===== config.mk =====
export PLATFORM = sky130hd
export DESIGN_NAME = bar_level_hsv_to_rgb565
export DESIGN_NICKNAME = d
export VERILOG_FILES = /design/src/rtl/blhsv_pkg.sv /design/src/rtl/blhsv_hue.sv /design/src/rtl/blhsv_chroma.sv /design/src/rtl/blhsv_mix.sv /design/src/rtl/bar_level_hsv_to_rgb565.sv
export SDC_FILE = /design/constraint.sdc
export NUM_CORES = 2
export LEC_CHECK = 0
export ABC_AREA = 1
export ABC_CLOCK_PERIOD_IN_PS = 7100
export BUFFER_PORTS_ARGS = -buffer_cell sky130_fd_sc_hd__buf_4
export CAP_MARGIN = 20
export CELL_PAD_IN_SITES_DETAIL_PLACEMENT = 1
export CELL_PAD_IN_SITES_GLOBAL_PLACEMENT = 1
export CORE_UTILIZATION = 30
export CTS_BUF_LIST = sky130_fd_sc_hd__clkbuf_16
export DETAILED_ROUTE_END_ITERATION = 8
export PLACE_DENSITY_LB_ADDON = 0.1
export SYNTH_ARGS = -nofsm -noshare
export SYNTH_HDL_FRONTEND = slang
export SYNTH_SLANG_ARGS = --single-unit

===== constraint.sdc =====
create_clock -name i_clk -period 7.1 [get_ports i_clk]
set_input_delay 0.355 -clock i_clk [delete_from_list [all_inputs] [get_ports i_clk]]
set_output_delay 0.355 -clock i_clk [all_outputs]
set_load 0.05 [all_outputs]

===== src/rtl/blhsv_pkg.sv =====
// blhsv_pkg: shared constants, types and helper functions of the bar level color pipeline
// no dependencies; used by every module under rtl except blhsv_checker
`default_nettype none

package blhsv_pkg;

    // fixed point, unsigned, scale 65536
    localparam logic [16:0] FxOne    = 17'd65536;
    localparam logic [15:0] FxSat    = 16'd55706;
    localparam logic [16:0] FxVbase  = 17'd22938;
    localparam logic [15:0] FxVspan  = 16'd42598;

    // hue times six for the fixed hue and for the saturated hue
    localparam logic [18:0] H6Fixed  = 19'd216270;
    localparam logic [18:0] H6Full   = 19'd393216;

    // hue divider shape: quotient bits, bits per stage
    localparam int DivSteps      = 19;
    localparam int StepsPerStage = 4;

    // register stages from transfer to result
    localparam int PipeDepth     = 7;

    // hsv sectors
    localparam logic [2:0] Sect0 = 3'd0;
    localparam logic [2:0] Sect1 = 3'd1;
    localparam logic [2:0] Sect2 = 3'd2;
    localparam logic [2:0] Sect3 = 3'd3;
    localparam logic [2:0] Sect4 = 3'd4;

    // state of the long division carried between hue stages
    typedef struct packed {
        logic [7:0]          d;
        logic [7:0]          rem;
        logic [DivSteps-1:0] num;
        logic [DivSteps-1:0] q;
        logic                few;
        logic                past;
    } t_div_st;

    // operands handed from hue and chroma paths to the mixer
    typedef struct packed {
        logic [15:0] c;
        logic [16:0] m;
        logic [18:0] h6;
        logic [16:0] t;
    } t_mix_in;

    // up to StepsPerStage restoring division steps, starting at quotient bit base
    function automatic t_div_st div_pass(input t_div_st s_in, input int base);
        t_div_st    s;
        logic [8:0] rem9;
        s = s_in;
        for (int i = 0; i < StepsPerStage; i++) begin
            if (base + i < DivSteps) begin
                rem9  = {s.rem, s.num[DivSteps-1]};
                s.num = {s.num[DivSteps-2:0], 1'b0};
                if (rem9 >= {1'b0, s.d}) begin
                    s.rem = 8'(rem9 - {1'b0, s.d});
                    s.q   = {s.q[DivSteps-2:0], 1'b1};
                end else begin
                    s.rem = rem9[7:0];
                    s.q   = {s.q[DivSteps-2:0], 1'b0};
                end
            end
        end
        return s;
    endfunction

    // channel 0..65536 scaled by 255, truncated to 8 bits
    function automatic logic [7:0] chan8(input logic [16:0] ch);
        logic [24:0] p;
        p = {ch, 8'b0} - {8'b0, ch};
        return p[23:16];
    endfunction

endpackage

`default_nettype wire


===== src/rtl/blhsv_hue.sv =====
// blhsv_hue: five stage pipelined hue divider with few-bars and past-end cases
// depends on blhsv_pkg
`default_nettype none

module blhsv_hue (
    input  wire logic        i_clk,
    input  wire logic [7:0]  i_bar_index,
    input  wire logic [7:0]  i_bar_count,
    output logic [18:0]      o_h6,
    output logic [16:0]      o_t
);

    blhsv_pkg::t_div_st s0;
    blhsv_pkg::t_div_st fin;
    blhsv_pkg::t_div_st r_st [4];
    logic [10:0]        idx6;
    logic [18:0]        n_h6;
    logic [16:0]        f;
    logic [16:0]        n_t;
    logic [18:0]        r_h6;
    logic [16:0]        r_t;

    // divisor, dividend and special case flags
    always_comb begin
        idx6    = {3'b0, i_bar_index} * 11'd6;
        s0.d    = i_bar_count - 8'd1;
        s0.rem  = idx6[10:3];
        s0.num  = {idx6[2:0], 16'b0};
        s0.q    = '0;
        s0.few  = (i_bar_count <= 8'd1);
        s0.past = (i_bar_index >= s0.d);
    end

    // division stages, four quotient bits each
    always_ff @(posedge i_clk) begin
        r_st[0] <= blhsv_pkg::div_pass(s0, 0);
    end

    for (genvar k = 1; k < 4; k++) begin : g_div
        always_ff @(posedge i_clk) begin
            r_st[k] <= blhsv_pkg::div_pass(r_st[k-1], k * blhsv_pkg::StepsPerStage);
        end
    end

    // last quotient bits, hue select and triangle distance
    always_comb begin
        fin = blhsv_pkg::div_pass(r_st[3], 4 * blhsv_pkg::StepsPerStage);
        priority if (fin.few) begin
            n_h6 = blhsv_pkg::H6Fixed;
        end else if (fin.past) begin
            n_h6 = blhsv_pkg::H6Full;
        end else begin
            n_h6 = fin.q;
        end
        f = n_h6[16:0];
        if (f >= blhsv_pkg::FxOne) begin
            n_t = f - blhsv_pkg::FxOne;
        end else begin
            n_t = blhsv_pkg::FxOne - f;
        end
    end

    always_ff @(posedge i_clk) begin
        r_h6 <= n_h6;
        r_t  <= n_t;
    end

    assign o_h6 = r_h6;
    assign o_t  = r_t;

endmodule

`default_nettype wire


===== src/rtl/blhsv_chroma.sv =====
// blhsv_chroma: value, chroma and offset from the bar level, five register stages
// depends on blhsv_pkg
`default_nettype none

module blhsv_chroma (
    input  wire logic        i_clk,
    input  wire logic [15:0] i_level,
    output logic [15:0]      o_c,
    output logic [16:0]      o_m
);

    logic [16:0] n_lvl;
    logic [32:0] n_pv;
    logic [16:0] n_val;
    logic [32:0] n_pc;
    logic [16:0] r_val;
    logic [16:0] r_val2;
    logic [15:0] r_c2;
    logic [15:0] r_c3;
    logic [16:0] r_m3;
    logic [15:0] r_c4;
    logic [16:0] r_m4;
    logic [15:0] r_c5;
    logic [16:0] r_m5;

    // value = base + span * level
    always_comb begin
        n_lvl = {1'b0, i_level} + 17'(i_level[15]);
        n_pv  = 33'(blhsv_pkg::FxVspan) * 33'(n_lvl);
        n_val = blhsv_pkg::FxVbase + 17'(n_pv[32:16]);
        n_pc  = 33'(r_val) * 33'(blhsv_pkg::FxSat);
    end

    // chroma, then offset, then delay to meet the hue path
    always_ff @(posedge i_clk) begin
        r_val  <= n_val;
        r_val2 <= r_val;
        r_c2   <= n_pc[31:16];
        r_c3   <= r_c2;
        r_m3   <= r_val2 - {1'b0, r_c2};
        r_c4   <= r_c3;
        r_m4   <= r_m3;
        r_c5   <= r_c4;
        r_m5   <= r_m4;
    end

    assign o_c = r_c5;
    assign o_m = r_m5;

endmodule

`default_nettype wire


===== src/rtl/blhsv_mix.sv =====
// blhsv_mix: secondary component, sector select, 8-bit scaling and 5-6-5 packing
// depends on blhsv_pkg
`default_nettype none

module blhsv_mix (
    input  wire logic               i_clk,
    input  wire blhsv_pkg::t_mix_in i_mix,
    output logic [15:0]             o_pixel_color
);

    logic [32:0] n_px;
    logic [15:0] r_x;
    logic [15:0] r_c;
    logic [16:0] r_m;
    logic [2:0]  r_sec;
    logic [15:0] red;
    logic [15:0] grn;
    logic [15:0] blu;
    logic [7:0]  ri;
    logic [7:0]  gi;
    logic [7:0]  bi;
    logic [15:0] r_pixel;

    // x = c * (1 - t)
    assign n_px = 33'(i_mix.c) * 33'(blhsv_pkg::FxOne - i_mix.t);

    always_ff @(posedge i_clk) begin
        r_x   <= n_px[31:16];
        r_c   <= i_mix.c;
        r_m   <= i_mix.m;
        r_sec <= i_mix.h6[18:16];
    end

    // six sector rule, high sectors share the last case
    always_comb begin
        red = '0;
        grn = '0;
        blu = '0;
        unique case (r_sec)
            blhsv_pkg::Sect0: begin red = r_c; grn = r_x; end
            blhsv_pkg::Sect1: begin red = r_x; grn = r_c; end
            blhsv_pkg::Sect2: begin grn = r_c; blu = r_x; end
            blhsv_pkg::Sect3: begin grn = r_x; blu = r_c; end
            blhsv_pkg::Sect4: begin red = r_x; blu = r_c; end
            default:          begin red = r_c; blu = r_x; end
        endcase
        ri = blhsv_pkg::chan8({1'b0, red} + r_m);
        gi = blhsv_pkg::chan8({1'b0, grn} + r_m);
        bi = blhsv_pkg::chan8({1'b0, blu} + r_m);
    end

    // packed output register
    always_ff @(posedge i_clk) begin
        r_pixel <= {ri[7:3], gi[7:2], bi[7:3]};
    end

    assign o_pixel_color = r_pixel;

endmodule

`default_nettype wire


===== src/rtl/bar_level_hsv_to_rgb565.sv =====
// bar_level_hsv_to_rgb565: top level of the bar color pipeline
// depends on blhsv_pkg, blhsv_hue, blhsv_chroma, blhsv_mix
//
// Usage
//   An item (level, bar index, bar count) is taken on each rising edge where
//   start is high and busy is low. busy is low whenever reset is released, so
//   a new item may be offered on every clock.
//   Each item gives one RGB565 color on o_pixel_color, marked by o_strobe for
//   exactly one cycle. Colors appear in item order; throughput is one item per
//   cycle out of reset.
//   Pipeline depth is set by the hue divider: 19 quotient bits at four bits a
//   stage take five stages, followed by one multiply stage for the secondary
//   component and one stage for scaling and packing.
//   The receiver cannot hold results off; o_strobe carries no backpressure.
//   Synchronous reset (i_rst_n low) clears all valid bits: items in flight
//   are dropped and busy stays high until reset is released.
`default_nettype none

module bar_level_hsv_to_rgb565 (
    input  wire logic        i_clk,
    input  wire logic        i_rst_n,
    input  wire logic        start,
    output logic             busy,
    input  wire logic [15:0] i_level,
    input  wire logic [7:0]  i_bar_index,
    input  wire logic [7:0]  i_bar_count,
    output logic             o_strobe,
    output logic [15:0]      o_pixel_color
);

    logic               [blhsv_pkg::PipeDepth-1:0] r_vld;
    logic               [blhsv_pkg::PipeDepth-1:0] n_vld;
    logic               [18:0]      h6;
    logic               [16:0]      t;
    logic               [15:0]      c;
    logic               [16:0]      m;
    blhsv_pkg::t_mix_in             mix;

    assign busy = ~i_rst_n;

    // hue path
    blhsv_hue u_hue (
        .i_clk       (i_clk),
        .i_bar_index (i_bar_index),
        .i_bar_count (i_bar_count),
        .o_h6        (h6),
        .o_t         (t)
    );

    // value and chroma path
    blhsv_chroma u_chroma (
        .i_clk   (i_clk),
        .i_level (i_level),
        .o_c     (c),
        .o_m     (m)
    );

    always_comb begin
        mix.c  = c;
        mix.m  = m;
        mix.h6 = h6;
        mix.t  = t;
    end

    // color mixing and packing
    blhsv_mix u_mix (
        .i_clk         (i_clk),
        .i_mix         (mix),
        .o_pixel_color (o_pixel_color)
    );

    // valid bits follow each transfer down the pipeline
    assign n_vld = {r_vld[blhsv_pkg::PipeDepth-2:0], start & ~busy};

    always_ff @(posedge i_clk) begin
        if (!i_rst_n) begin
            r_vld <= '0;
        end else begin
            r_vld <= n_vld;
        end
    end

    assign o_strobe = r_vld[blhsv_pkg::PipeDepth-1];

endmodule

`default_nettype wire


==> Yosys cells after proc, flatten, opt, wreduce, memory -nomap -nowiden <==
Memories as Yosys holds them, arrays and structs flattened.
Index checks and enable logic that the tools add are counted.
{ "classes": {"n_addsub": 31, "multipliers": 4, "magnitude_cmp": 22, "eq_ne": 4, "n_mux": 43, "bitwise_logic": 2, "reduce_logical": 8} }
{ "ops": {"columns": ["operator", "n"], "rows": [
  ["9-bit by 8-bit greater-or-equal comparator with 1-bit output", 19],
  ["8-bit two-way mux", 18],
  ["8-bit subtractor", 18],
  ["16-bit one-hot mux with 2 select lines", 3],
  ["24-bit by 17-bit subtractor with 24-bit output", 3],
  ["16-bit by 17-bit adder with 17-bit output", 3],
  ["17-bit two-way mux", 2],
  ["16-bit by 33-bit multiplier with 32-bit output", 1],
  ["15-bit by 17-bit multiplier with 32-bit output (first input constant)", 1],
  ["17-bit by 15-bit multiplier with 31-bit output (second input constant)", 1],
  ["1-bit two-way mux", 19],
  ["19-bit two-way mux", 1],
  ["17-bit by 17-bit subtractor with 18-bit output (first input constant)", 1],
  ["15-bit by 17-bit adder with 17-bit output (first input constant)", 1],
  ["16-bit by 1-bit adder with 17-bit output", 1],
  ["17-bit greater-or-equal comparator (second input constant)", 1],
  ["17-bit by 16-bit subtractor with 17-bit output", 1],
  ["17-bit subtractor (first input constant)", 1],
  ["17-bit subtractor (second input constant)", 1],
  ["2-bit OR reduction", 7],
  ["8-bit by 2-bit multiplier with 10-bit output (second input constant)", 1],
  ["8-bit greater-or-equal comparator", 1],
  ["8-bit by 1-bit <= comparator with 1-bit output (second input constant)", 1],
  ["8-bit by 1-bit subtractor with 8-bit output (second input constant)", 1],
  ["6 further kinds", 7]
]} }
{ "totals": {"ff_bits": 260, "mem_bits_rw": 208, "inputBits": 35, "output_inout_bits": 18, "elab_cells": 134, "mem_count": 1} }
{ "memory_table": {"columns": ["memory", "depth", "word_bits", "read_ports", "rd_ports_with_merged_regs", "wr", "line_no", "source"], "rows": [
  ["u_hue.r_st", 4, 52, 4, 0, 4, "blhsv_hue.sv:15", "blhsv_pkg::t_div_st r_st [4];"]
]} }

==> Logic depth before layout (Yosys ltp) <==
An unclocked memory read counts as a cell.
{ "depth": {"word_depth": 11, "ltp_mapped": 52, "depth_no_buf": 52} }

==> Modules after synthesis <==
A second synthesis with hierarchy kept.
{ "hier_totals": {"cells_unflattened": 5940, "hier_area_um2": 44527.7} }
{ "modules_own_cells": {"columns": ["mod", "n_inst", "cells_each", "area_each_um2", "seq_area_each_um2"], "rows": [
  ["blhsv_mix", 1, 2510, 17712.0, 1361.3],
  ["blhsv_chroma", 1, 1765, 14831.7, 2982.9],
  ["blhsv_hue", 1, 1642, 11782.6, 2942.8],
  ["bar_level_hsv_to_rgb565", 1, 23, 201.4, 140.1]
]} }

==> Worst setup path before layout <==
No wires, ideal clock.
{ "synth_timing": {"path_kind": "reg2reg", "startpoint": "register u_hue.r_t[0], in the netlist u_hue.o_t[0]", "endpoint": "register u_mix.r_x[12]", "setup_ns": 0.072, "arrival_ns": 6.673, "t_required_ns": 7.028, "path_slack_ns": 0.356, "stages_incl_launch_ff": 36, "path_buffers": 3, "synth_period_minus_slack_ns": 6.744, "cell_sequence": "dfxtp_1 -> buf_2 -> clkbuf_1 -> inv_1 -> ha_1 -> nand2_1 -> nor2_1 -> nand2_1 -> nor2_1 -> nand2_1 -> o21ai_0 -> nand2_1 -> inv_1 -> clkbuf_1 -> nand2_1 -> fa_1 -> inv_1 -> fa_1 -> inv_1 -> fa_1 -> inv_1 -> fa_1 -> inv_1 -> fa_1 -> inv_1 -> fa_1 -> ha_1 -> nand2_1 -> nor4_1 -> nand3_1 -> nand3_1 -> nand2_1 -> o211ai_1 -> nand2_1 -> nand2_1 -> xor2_1"} }
{ "synth_via": {"elab_chain_len": 2} }
{ "synth_lines": {"columns": ["item", "line_no", "source"], "rows": [
  ["start, declared", "blhsv_hue.sv:21", "logic [16:0] r_t;"],
  ["start signal, assigned", "blhsv_hue.sv:65", "r_t <= n_t;"],
  ["17-bit by 17-bit subtractor with 18-bit output", "blhsv_mix.sv:25", "assign n_px = 33'(i_mix.c) * 33'(blhsv_pkg::FxOne - i_mix.t);"],
  ["16-bit by 33-bit multiplier with 32-bit output", "blhsv_mix.sv:25", null],
  ["via u_mix.n_px[28]", "blhsv_mix.sv:11", "logic [32:0] n_px;"],
  ["end signal, assigned", "blhsv_mix.sv:28", "r_x <= n_px[31:16];"],
  ["end, declared", "blhsv_mix.sv:12", "logic [15:0] r_x;"]
]} }
The timed path passes the listed nets, and every way through them passes these cells.
A chain may end at the register's enable or synchronous reset.

==> Final worst setup path <==
{ "layout_timing": {"startpoint": "register u_hue.r_t[0], in the netlist u_hue.o_t[0]", "endpoint": "register u_mix.r_x[10]"} }
Same word-level chain as after synthesis.

==> key figures <==
STA
  – Fmax: 147.6 MHz
  – Final Hold Viols: 0
  – Slew margin rel.: approximately 37%
  – Tcrit/Tclk final: 95.43%
  – Setup violations, final: 0
  – Post-route clock skew: 0.02821 ns
  – Min Tclk post-route: 6.775 ns
  – Worst slew pin tran: about 0.94 ns
  – Slew Limit Fails: 0
  – Setup WS post-layout: 0.3247 ns

Die
  – # IOs: 53
  – Initial Util: 30.18%
  – Total core area: roughly 140000 um^2
  – DIE WIDTH: 373.7 um
  – Die H: 373.7 um
  – Rows: 136
  – Die area: between 100000 and 150000 um^2

Worst setup path
  – Worst EP required: 7.58 ns
  – Crit path capture type: register
  – Slowest cell delay on critical path: roughly 0.6 ns
  – Critical path type: register to register
  – Crit-path max FO: 7
  – Worst EP arrival: 7.26 ns
  – Startpoint types: register
  – CP max-delay cell: fa_1
  – Most repeated library cell on the critical path: fa_1

Yosys
  – Gate Count Post-Synth: approximately 5.3k
  – Commonest cells in the netlist: 1099 x inv_1, 1032 x nand2_1, 572 x ha_1
  – Top post-synthesis cells by area: fa_1 22%, ha_1 17%, dfxtp_1 17%, inv_1 10%, nand2_1 9.3%
  – Post-synth ARST share: 0%
  – Number of synthesized flops with an enable pin: 0
  – Synth Area per Inst: 7.855 um^2
  – Cell with the most instances after synthesis: inv_1
  – Sequential share of the synthesized area: 17.20%
  – Mapped Area: 41440 um^2
  – Post-synthesis cell type count: between 60 and 70
  – Synth area leader: fa_1
  – Synth top area share: a little over a fifth
  – Top_reg_cell synth: dfxtp_1
  – FF+latch count, synth: 356
  – Mapped Nets: 6333
  – YS warnings: 0

CTS
  – H-tree lvl count: 2
  – Clk Latency, worst-skew pair: 0.62 ns
  – Clock sink count: 356
  – CTS Buffer Depth: 3
  – Root Driver: clkbuf_16
  – CTS Buf Count: 45
  – Clock slew seen by the registers of the worst setup and hold paths: 0.07 ns
  – CTS tree: yes

Run
  – Max_cap viols: 0

Run status
  – Status: finished clean

Placed design
  – Post-DP HPWL: 109.2 mm
  – Inst Count DP: 7311
  – Area after DPL: 45650 um^2
  – RD Place Congestion: between 0.8 and 0.9
  – # port buffers: 52
  – Post-Place Worst Slack: -0.4940 ns

Layout
  – Antenna cells: 0
  – Fraction of layout cells with a size suffix above 1: 11.13%
  – Fin cells: 7443
  – Layout Area Growth over Synthesis: 16.43%
  – Post-route cell area: 48250 um^2
  – Final net count: between 6k and 7k

GRT
  – GR Overflow Total: 0
  – Largest net degree at the start of global routing: 20
  – Total track usage: 18.22%
  – First-pass GRT wire length: slightly above 200 mm
  – Vias in the first global route: 37.51k
  – Initial antenna violation count: 1

Detailed routing
  – Final ANT Viol Nets: 0
  – Initial DRC count: between 1k and 1.5k
  – DRC viols: 0
  – Final WL: 125.1 mm
  – Drt wl/cell: 16.81 um
  – DR vias/cell: 4.597
  – Total iterations of the first detailed-routing run: 5
  – Detailed-route via count: 34.22k

Min path
  – Hold crit path type: primary input to register
-- logic make-up after synthesis --
| logic type | Yosys count | share of synthesized area [%] |
|---|---|---|
| AND/OR/NAND/NOR | 1814 | 18.55 |
| flip-flops | 356 | 17.20 |
| XOR/XNOR | 251 | 5.323 |
| AO/OA/AOI/OAI | 655 | 9.006 |
| multiplexers | 1 | 0.02717 |
| adder cells (fa/ha/maj) | 1022 | 39.01 |
| buffers and inverters | 1177 | 10.89 |
-- cell usage in the layout, fill, tap and decap left out, drive strengths merged, types with 9 or more instances in the layout --
master,instances
inv,1112
nand2,1058
ha,572
fa,450
nor2,391
dfxtp,356
buf,347
a21oi,302
nand3,182
o21ai,174
xor2,164
xnor2,87
nand4,71
nor3,56
o22ai,48
clkbuf,45
a21o,28
o21bai,24
o21a,20
clkinvlp,17
or2,16
clkinv,16
nand3b,15
o211ai,14
nor4,12
a21boi,12
a31oi,9
-- timing repair --
item / 4_1_cts / 5_1_grt
resized for setup: 4 / 157
pin swaps: 0 / 50
endpoints found under the hold margin: 9 / 0
cloned: 0 / 1
endpoints found under the setup margin: 9 / 55
hold buffers: 5 / 0
setup buffers: 4 / 39
-- metal layers --
metal	global-route usage (%)	up-vias	routed length (um)
li1	-	17240	-
met1	23.60	16580	58750
met4	4.224	0	2584
met5	0	-	0
met2	32.56	270	61290
met3	1.533	123	2463
-- registers in the layout, summed over array words and instances (netlist names) --
name / count
u_mix.o_pixel_color: 16
u_hue.r_st: 112
u_chroma.r_c4: 16
u_mix.r_m: 17
u_mix.r_c: 16
u_chroma.r_val: 17
u_hue.o_t: 17
u_mix.r_x: 16
u_chroma.r_val2: 17
u_hue.o_h6: 3
u_chroma.r_m4: 17
r_vld: 7
u_chroma.o_c: 16
u_chroma.r_c3: 16
u_mix.r_sec: 3
u_chroma.o_m: 17
u_chroma.r_c2: 16
u_chroma.r_m3: 17
-- worst paths after layout --
path,depth (start not counted),from,to,slack (ns)
setup / recovery,31,u_hue.o_t[0],u_mix.r_x[10],0.32
hold reg to reg,0,u_chroma.o_m[12],u_mix.r_m[12],0.31
hold / removal,3,i_bar_count[7],u_hue.r_st[0][1],0.07
setup reg to reg,31,u_hue.o_t[0],u_mix.r_x[10],0.32
-- critical path, delay by kind of cell, from the launching register on --
family | cells | cell delay [ns]
flops | 1 | 0.34
xor+xnor | 1 | 0.13
simple gates | 12 | 1.41
compound gates | 5 | 0.79
buf+inv | 6 | 0.62
fa+ha+maj | 7 | 3.35
-- per-stage QoR --
| stage | hold slack [ns] | TNS [ns] | util (%) |
|---|---|---|---|
| floorplan | 0.3096 | 0 | - |
| global placement | 0.3099 | -1.586 | 33.25 |
| detailed placement | 0.3132 | -4.740 | 33.25 |
| CTS | 0.02674 | 0 | 34.48 |
| global route | 0.03910 | -0.3375 | 35.14 |
| finish | 0.06923 | 0 | 35.14 |
-- layout make-up --
| type | count | area [um^2] |
|---|---|---|
| Clock inverter | 38 | 452.9 |
| Multi-Input combinational cell | 3744 | 30370 |
| Fill cell | 16570 | 89070 |
| Sequential cell | 356 | 7131 |
| Clock buffer | 45 | 1126 |
| Timing Repair Buffer | 352 | 2683 |
| Tap cell | 1794 | 2245 |
| Inverter | 1114 | 4244 |
Power is not shown: default switching activity piles up to over one toggle a cycle in this logic, so the estimate is an artifact.
